## config.mk

```make
export PLATFORM = sky130hd
export DESIGN_NAME = ncs_ctrl
export DESIGN_NICKNAME = d
export VERILOG_FILES = /design/src/sv/ncs_pkg.sv /design/src/sv/ncs_ctrl.sv
export SDC_FILE = /design/constraint.sdc
export NUM_CORES = 1
export LEC_CHECK = 0
export ABC_AREA = 1
export BUFFER_PORTS_ARGS = -buffer_cell sky130_fd_sc_hd__buf_4
export CAP_MARGIN = 20
export CORE_MARGIN = 4
export CORE_UTILIZATION = 31
export CTS_BUF_LIST = sky130_fd_sc_hd__clkbuf_16
export DETAILED_ROUTE_END_ITERATION = 7
export SETUP_SLACK_MARGIN = 0.3
export SYNTH_ARGS = -nofsm -noshare
export SYNTH_HDL_FRONTEND = slang
export SYNTH_SLANG_ARGS = --single-unit
```

## constraint.sdc

```tcl
create_clock -name clk_i -period 3.5 [get_ports clk_i]
set_input_delay 0.175 -clock clk_i [delete_from_list [all_inputs] [get_ports clk_i]]
set_output_delay 0.175 -clock clk_i [all_outputs]
set_load 0.01 [all_outputs]
```

## src/sv/ncs_pkg.sv

```systemverilog
// shared types, widths and codes for the nearest-center cluster statistics block
package ncs_pkg;

  localparam int MAX_CLUSTERS = 8;
  localparam int IDX_W        = $clog2(MAX_CLUSTERS);
  localparam int DIMS         = 3;
  localparam int COMP_W       = 2;
  localparam int SAMPLE_BITS  = 16;
  localparam int COUNT_BITS   = 20;
  localparam int CNT_W        = COUNT_BITS + 1;
  localparam int SUM_W        = SAMPLE_BITS + COUNT_BITS;
  localparam int SQ_W         = 2 * SAMPLE_BITS + COUNT_BITS;
  localparam int PROD_SQ_W    = 2 * SAMPLE_BITS;
  localparam int DIST_W       = PROD_SQ_W + 2;
  localparam int CC_W         = 4;
  localparam int FLOOR_W      = 48;
  localparam int MEAN_W       = 24;
  localparam int VAR_W        = 48;
  localparam int PRIOR_W      = 17;
  localparam int MEAN_FRAC    = 8;
  localparam int VAR_FRAC     = 16;
  localparam int PRIOR_FRAC   = 16;

  // shared multiplier and divider
  localparam int MUL_A_W      = SUM_W;
  localparam int MUL_B_W      = 26;
  localparam int PROD_W       = MUL_A_W + MUL_B_W;
  localparam int Y_SPLIT      = SUM_W / 2;
  localparam int X_W          = CNT_W + SQ_W;
  localparam int ACC_W        = X_W + 2;
  localparam int DEN_W        = 2 * CNT_W;
  localparam int QUO_W        = 48;

  localparam int FUNC_W       = 2;
  localparam int IN_TDATA_W   = 56;
  localparam int OUT_TDATA_W  = 240;
  localparam int OUT_PAD_W    = OUT_TDATA_W - IDX_W - DIMS * (MEAN_W + VAR_W) - PRIOR_W;

  localparam logic [FUNC_W-1:0] FUNC_LOAD   = 2'd0;
  localparam logic [FUNC_W-1:0] FUNC_SAMPLE = 2'd1;
  localparam logic [FUNC_W-1:0] FUNC_FINISH = 2'd2;

  localparam logic REG_CLUSTER_COUNT  = 1'b0;
  localparam logic REG_VARIANCE_FLOOR = 1'b1;

  localparam logic [CC_W-1:0]    CC_RESET    = 4'd8;
  localparam logic [FLOOR_W-1:0] FLOOR_RESET = 48'd65536;

  localparam logic [2:0] MUL_X_LO = 3'd0;
  localparam logic [2:0] MUL_X_HI = 3'd1;
  localparam logic [2:0] MUL_Y_LO = 3'd2;
  localparam logic [2:0] MUL_Y_HI = 3'd3;
  localparam logic [2:0] MUL_DEN  = 3'd4;

  typedef enum logic [1:0] {
    KIND_MEAN,
    KIND_VAR,
    KIND_PRIOR
  } kind_e;

  typedef struct packed {
    logic             load_center;
    logic             latch_sample;
    logic             scan_en;
    logic             sq_en;
    logic             accumulate;
    logic             clear_acc;
    logic [IDX_W-1:0] idx;
    logic [COMP_W-1:0] comp;
    logic             mul_en;
    logic [2:0]       mul_step;
    logic             div_start;
    logic             store;
    kind_e            kind;
    logic             emit;
    logic             last;
  } ncs_cmd_t;

  typedef struct packed {
    logic             total_zero;
    logic             total_full;
    logic [IDX_W-1:0] k_m1;
    logic             div_done;
    logic             out_free;
  } ncs_status_t;

  typedef struct packed {
    logic [OUT_PAD_W-1:0]          pad;
    logic [PRIOR_W-1:0]            prior;
    logic [DIMS-1:0][VAR_W-1:0]    variance;
    logic [DIMS-1:0][MEAN_W-1:0]   mean;
    logic [IDX_W-1:0]              cluster_id;
  } ncs_rec_t;

endpackage

```

## src/sv/ncs_ctrl.sv

```systemverilog
// controller state machine sequencing loads, sample scans and the finish pass
module ncs_ctrl import ncs_pkg::*; (
  input  logic              clk_i,
  input  logic              rst_ni,
  input  logic              in_valid_i,
  input  logic [FUNC_W-1:0] in_func_i,
  output logic              in_ready_o,
  input  ncs_status_t       status_i,
  output ncs_cmd_t          cmd_o
);

  localparam logic [3:0] S_IDLE  = 4'd0;
  localparam logic [3:0] S_SCAN  = 4'd1;
  localparam logic [3:0] S_SQ    = 4'd2;
  localparam logic [3:0] S_ACC   = 4'd3;
  localparam logic [3:0] S_MEAN  = 4'd4;
  localparam logic [3:0] S_MWAIT = 4'd5;
  localparam logic [3:0] S_VMUL  = 4'd6;
  localparam logic [3:0] S_VDIV  = 4'd7;
  localparam logic [3:0] S_VWAIT = 4'd8;
  localparam logic [3:0] S_PRIOR = 4'd9;
  localparam logic [3:0] S_PWAIT = 4'd10;
  localparam logic [3:0] S_EMIT  = 4'd11;
  localparam logic [3:0] S_CLEAR = 4'd12;

  localparam logic [COMP_W-1:0] LAST_COMP = COMP_W'(DIMS - 1);

  logic [3:0]        state_q, state_d;
  logic [IDX_W-1:0]  idx_q, idx_d;
  logic [COMP_W-1:0] comp_q, comp_d;
  logic [2:0]        step_q, step_d;
  logic              fire;

  always_comb begin
    state_d = state_q;
    idx_d   = idx_q;
    comp_d  = comp_q;
    step_d  = step_q;
    cmd_o   = '0;
    cmd_o.idx      = idx_q;
    cmd_o.comp     = comp_q;
    cmd_o.mul_step = step_q;
    cmd_o.kind     = KIND_MEAN;
    in_ready_o = (state_q == S_IDLE);
    fire       = in_valid_i && in_ready_o;

    case (state_q)
      S_IDLE: begin
        if (fire) begin
          case (in_func_i)
            FUNC_LOAD: cmd_o.load_center = 1'b1;
            FUNC_SAMPLE: begin
              if (!status_i.total_full) begin
                cmd_o.latch_sample = 1'b1;
                idx_d   = '0;
                state_d = S_SCAN;
              end
            end
            FUNC_FINISH: begin
              if (!status_i.total_zero) begin
                idx_d   = '0;
                comp_d  = '0;
                state_d = S_MEAN;
              end
            end
            default: ;
          endcase
        end
      end
      S_SCAN: begin
        cmd_o.scan_en = 1'b1;
        if (idx_q == status_i.k_m1) begin
          state_d = S_SQ;
        end else begin
          idx_d = idx_q + 1'b1;
        end
      end
      S_SQ: begin
        cmd_o.sq_en = 1'b1;
        state_d = S_ACC;
      end
      S_ACC: begin
        cmd_o.accumulate = 1'b1;
        state_d = S_IDLE;
      end
      S_MEAN: begin
        cmd_o.div_start = 1'b1;
        state_d = S_MWAIT;
      end
      S_MWAIT: begin
        if (status_i.div_done) begin
          cmd_o.store = 1'b1;
          if (comp_q == LAST_COMP) begin
            comp_d  = '0;
            step_d  = MUL_X_LO;
            state_d = S_VMUL;
          end else begin
            comp_d  = comp_q + 1'b1;
            state_d = S_MEAN;
          end
        end
      end
      S_VMUL: begin
        cmd_o.mul_en = 1'b1;
        if (step_q == MUL_DEN) begin
          state_d = S_VDIV;
        end else begin
          step_d = step_q + 1'b1;
        end
      end
      S_VDIV: begin
        cmd_o.kind      = KIND_VAR;
        cmd_o.div_start = 1'b1;
        state_d = S_VWAIT;
      end
      S_VWAIT: begin
        cmd_o.kind = KIND_VAR;
        if (status_i.div_done) begin
          cmd_o.store = 1'b1;
          if (comp_q == LAST_COMP) begin
            state_d = S_PRIOR;
          end else begin
            comp_d  = comp_q + 1'b1;
            step_d  = MUL_X_LO;
            state_d = S_VMUL;
          end
        end
      end
      S_PRIOR: begin
        cmd_o.kind      = KIND_PRIOR;
        cmd_o.div_start = 1'b1;
        state_d = S_PWAIT;
      end
      S_PWAIT: begin
        cmd_o.kind = KIND_PRIOR;
        if (status_i.div_done) begin
          cmd_o.store = 1'b1;
          state_d = S_EMIT;
        end
      end
      S_EMIT: begin
        if (status_i.out_free) begin
          cmd_o.emit = 1'b1;
          cmd_o.last = (idx_q == status_i.k_m1);
          if (idx_q == status_i.k_m1) begin
            state_d = S_CLEAR;
          end else begin
            idx_d   = idx_q + 1'b1;
            comp_d  = '0;
            state_d = S_MEAN;
          end
        end
      end
      S_CLEAR: begin
        cmd_o.clear_acc = 1'b1;
        state_d = S_IDLE;
      end
      default: state_d = S_IDLE;
    endcase
  end

  always_ff @(posedge clk_i or negedge rst_ni) begin
    if (!rst_ni) begin
      state_q <= S_IDLE;
      idx_q   <= '0;
      comp_q  <= '0;
      step_q  <= MUL_X_LO;
    end else begin
      state_q <= state_d;
      idx_q   <= idx_d;
      comp_q  <= comp_d;
      step_q  <= step_d;
    end
  end

endmodule

```

==> results.sh <==
export IMPL_grt_usage=0.127
export IMPL_max_cap_viol_count=0
export IMPL_clock_tree_buffer_depth=2
export IMPL_max_freq_mhz=484
export IMPL_async_reset_ff_frac=1.00
export IMPL_place_ws_ns=1.68
export IMPL_synthDistinctLibCells=28
export IMPL_synth_yosys_seq_area_share=0.224
export IMPL_yosys_area_share_simple=0.475
export IMPL_worst_r2r_endpoint="comp_q[0]$_DFFE_PN0P_"
export IMPL_core_rowCount=23
export IMPL_detailroute_via_count=1328
export IMPL_syn_instance_count=208
export IMPL_yosys_warnings=0
export IMPL_layout_nets=269
export IMPL_cp_data_required_time_ns=3.32
export IMPL_grt_pass1_wl_um=5430
export IMPL_synth_adder_area_share=0.112
export IMPL_overflow_after_grt=0
export IMPL_worst_slew_pin_transition_ns=0.549
export IMPL_totalNegativeSetupSlack_ns=0
export IMPL_relSlewSlack=0.634
export IMPL_detail_route_first_pass_iterations=4
export IMPL_fraction_of_synthesized_cell_area_in_xor_and_xnor_cells=0.0131
export IMPL_synth_enable_flop_cells=0
export IMPL_setup_ws_ns=1.43
export IMPL_crit_reg2reg_launch="state_q[2]$_DFFE_PN0P_"
export IMPL_antenna_found_initial=0
export IMPL_synth_compound_area_share=0.0495
export IMPL_layout_cells_most_common="sky130_fd_sc_hd__nand2_1"
export IMPL_run_status="finished clean"
export IMPL_endpoint_kind="output port"
export IMPL_finalHoldViolCount=0
export IMPL_clkTransAtPathRegs_ns=0.04
export IMPL_core_area_um2=4090
export IMPL_ir_drop_mv=0.273
export IMPL_power_leakage_nw=1.01
export IMPL_drive_above_1_share=0.246
export IMPL_grt_setup_unrepaired="no"
export IMPL_via_count_of_the_first_global_routing_pass=1258
export IMPL_synth_top_family_by_area="simple AND/OR/NAND/NOR gates"
export IMPL_ff2ff_path_depth=10
export IMPL_numClockSinks=12
export IMPL_die_area_um2=5440
export IMPL_cts_htree_levels=1
export IMPL_gates_resized_cts_repair=0
export IMPL_largest_net_degree_at_the_start_of_global_routing=13
export IMPL_cts_made_buffers=3
export IMPL_worst_path_class_setup="reg2out"
export IMPL_drt_first_iter_violations=62
export IMPL_postRouteWirelength_um=3240
export IMPL_cp_start_kind="flop"
export IMPL_power_total_mw=1.13
export IMPL_detail_route_drc_violations=0
export IMPL_synthesized_netlist_net_count=232
export IMPL_synth_area_mux_share=0
export IMPL_timing_reg2reg_setup_slack_ns=1.70
export IMPL_final_antenna_net_count=0
export IMPL_initial_core_utilization=0.328
export IMPL_ys_flop_type="sky130_fd_sc_hd__dfrtp_1"
export IMPL_cts_root_buf="sky130_fd_sc_hd__clkbuf_16"
export IMPL_hp_class="in2async"
export IMPL_detailedPlacementHpwl_um=2750
export IMPL_floorplan_io_pins=34
export IMPL_placed_cells=289
export IMPL_post_route_period_util=0.590
export IMPL_cts_tree="done"
export IMPL_most_common_layout_cells="sky130_fd_sc_hd__nand2_1 (59), sky130_fd_sc_hd__inv_1 (35), sky130_fd_sc_hd__buf_4 (33)"
export IMPL_synth_seq_cells=12
export IMPL_beginning_of_the_critical_path="state_q[2]$_DFFE_PN0P_"
export IMPL_n_antenna_cell=0
export IMPL_vias_per_cell=4.52
export IMPL_timing_critical_path_fanout_max=6
export IMPL_gpl_final_weighted_congestion=0.853
export IMPL_skew_ns=0.00284
export IMPL_cellPowerDensity_nw_per_um2=656
export IMPL_route_detailed_wl_per_inst_um=11.0
export IMPL_netlist_area_um2=1340
export IMPL_clock_insertion_delay_worst_skew_ns=0.24
export IMPL_synthesis_area_per_instance_um2=6.44
export IMPL_fp_dieH_um=73.7
export IMPL_setup_violations_final=0
export IMPL_flow_area_growth_from_synthesis_pct=28.1
export IMPL_final_cell_count_no_fill=294
export IMPL_post_route_min_period_ns=2.07
export IMPL_floorplan_die_width_um=73.7
export IMPL_timing_critical_path_to="cmd_o[0]"
export IMPL_final_report_max_slew_violation_count=0
export IMPL_timing_critical_path_arrival_ns=1.89
export IMPL_placement_io_buffers=33
[worst max-delay path, cell delays in order, from the launching register on]
cell	delay, ns
sky130_fd_sc_hd__dfrtp_1	0.42
sky130_fd_sc_hd__inv_1	0.14
sky130_fd_sc_hd__ha_1	0.35
sky130_fd_sc_hd__nand3_2	0.18
sky130_fd_sc_hd__inv_1	0.13
sky130_fd_sc_hd__nand4_1	0.18
sky130_fd_sc_hd__nor2_1	0.14
sky130_fd_sc_hd__buf_4	0.13
[layer usage]
layer	wire length [µm]	vias up	share of wire	GRT usage
li1	-	714	-	-
met1	1550	581	0.48	0.171
met2	1490	29	0.46	0.206
met3	149	4	0.046	0.00547
met4	48	0	0.015	0.0604
met5	0	-	0	0
[Yosys cell counts (2+ instances only)]
master	n	area (µm²)
sky130_fd_sc_hd__nand2_1	59	221
sky130_fd_sc_hd__inv_1	35	131
sky130_fd_sc_hd__nor2_1	26	97.6
sky130_fd_sc_hd__nand3_1	17	85.1
sky130_fd_sc_hd__dfrtp_1	12	300
sky130_fd_sc_hd__ha_1	12	150
sky130_fd_sc_hd__nand2_2	6	37.5
sky130_fd_sc_hd__o21ai_0	6	30.0
sky130_fd_sc_hd__inv_2	4	15.0
sky130_fd_sc_hd__a21oi_1	3	15.0
sky130_fd_sc_hd__nand2_4	3	33.8
sky130_fd_sc_hd__buf_6	2	22.5
sky130_fd_sc_hd__nand3_2	2	20.0
sky130_fd_sc_hd__nand3b_1	2	15.0
sky130_fd_sc_hd__nand4_1	2	12.5
sky130_fd_sc_hd__nor2_2	2	12.5
sky130_fd_sc_hd__nor2_4	2	22.5
sky130_fd_sc_hd__nor4_1	2	12.5
sky130_fd_sc_hd__xnor2_1	2	17.5
[area by class of cell]
class	count	area [µm²]
Fill cell	449	2370
Timing Repair Buffer	34	258
Tap cell	50	62.6
Clock buffer	3	75.1
Sequential cell	12	300
Clock inverter	1	3.75
Multi-Input combinational cell	155	871
Inverter	39	146
[state kept, by name, indices dropped and copies added (netlist names)]
signal,count
state_q,4
idx_q,3
step_q,3
comp_q,2
[cells by family after synthesis]
| group | after synthesis |
|---|---|
| buffers and inverters | 41 |
| AOI/OAI and AO/OA | 12 |
| and+or+nand+nor | 129 |
| DFF | 12 |
| adders and majority gates | 12 |
| xor gates and xnor gates | 2 |
[how the worst min path moves through the flow]
stage,startpoint,to,depth (start not counted)
6_report,rst_ni,step_q[1]$_DFFE_PN0P_,2
2_1_floorplan,rst_ni,comp_q[0]$_DFFE_PN0P_,0
5_1_grt,rst_ni,step_q[2]$_DFFE_PN0P_,2
3_3_place_gp,rst_ni,step_q[1]$_DFFE_PN0P_,1
3_5_place_dp,rst_ni,step_q[1]$_DFFE_PN0P_,1
4_1_cts,rst_ni,comp_q[0]$_DFFE_PN0P_,2
[through the flow]
step	instance area [µm²]	hold slack, ns	util
final	1720	0.301	0.420
after global routing	1720	0.326	0.420
after CTS	1720	0.307	0.420
after detailed placement	1630	0.0284	0.398
after global placement	1630	0.0288	0.398
after floorplan	1340	-0.121	-
[report_power, final]
part,total [mW],internal (mW),switching [mW],leakage (nW)
Clock,0.210,0.150,0.0595,0.0385
Combinational,0.658,0.258,0.400,0.811
Sequential,0.258,0.181,0.0770,0.162
Total,1.13,0.590,0.536,1.01
[repair_timing]
item	CTS	global route
endpoints found under the hold margin	12	0
hold buffers	1	0
buffers inserted	0	0
(Power assumes the default switching activity.)
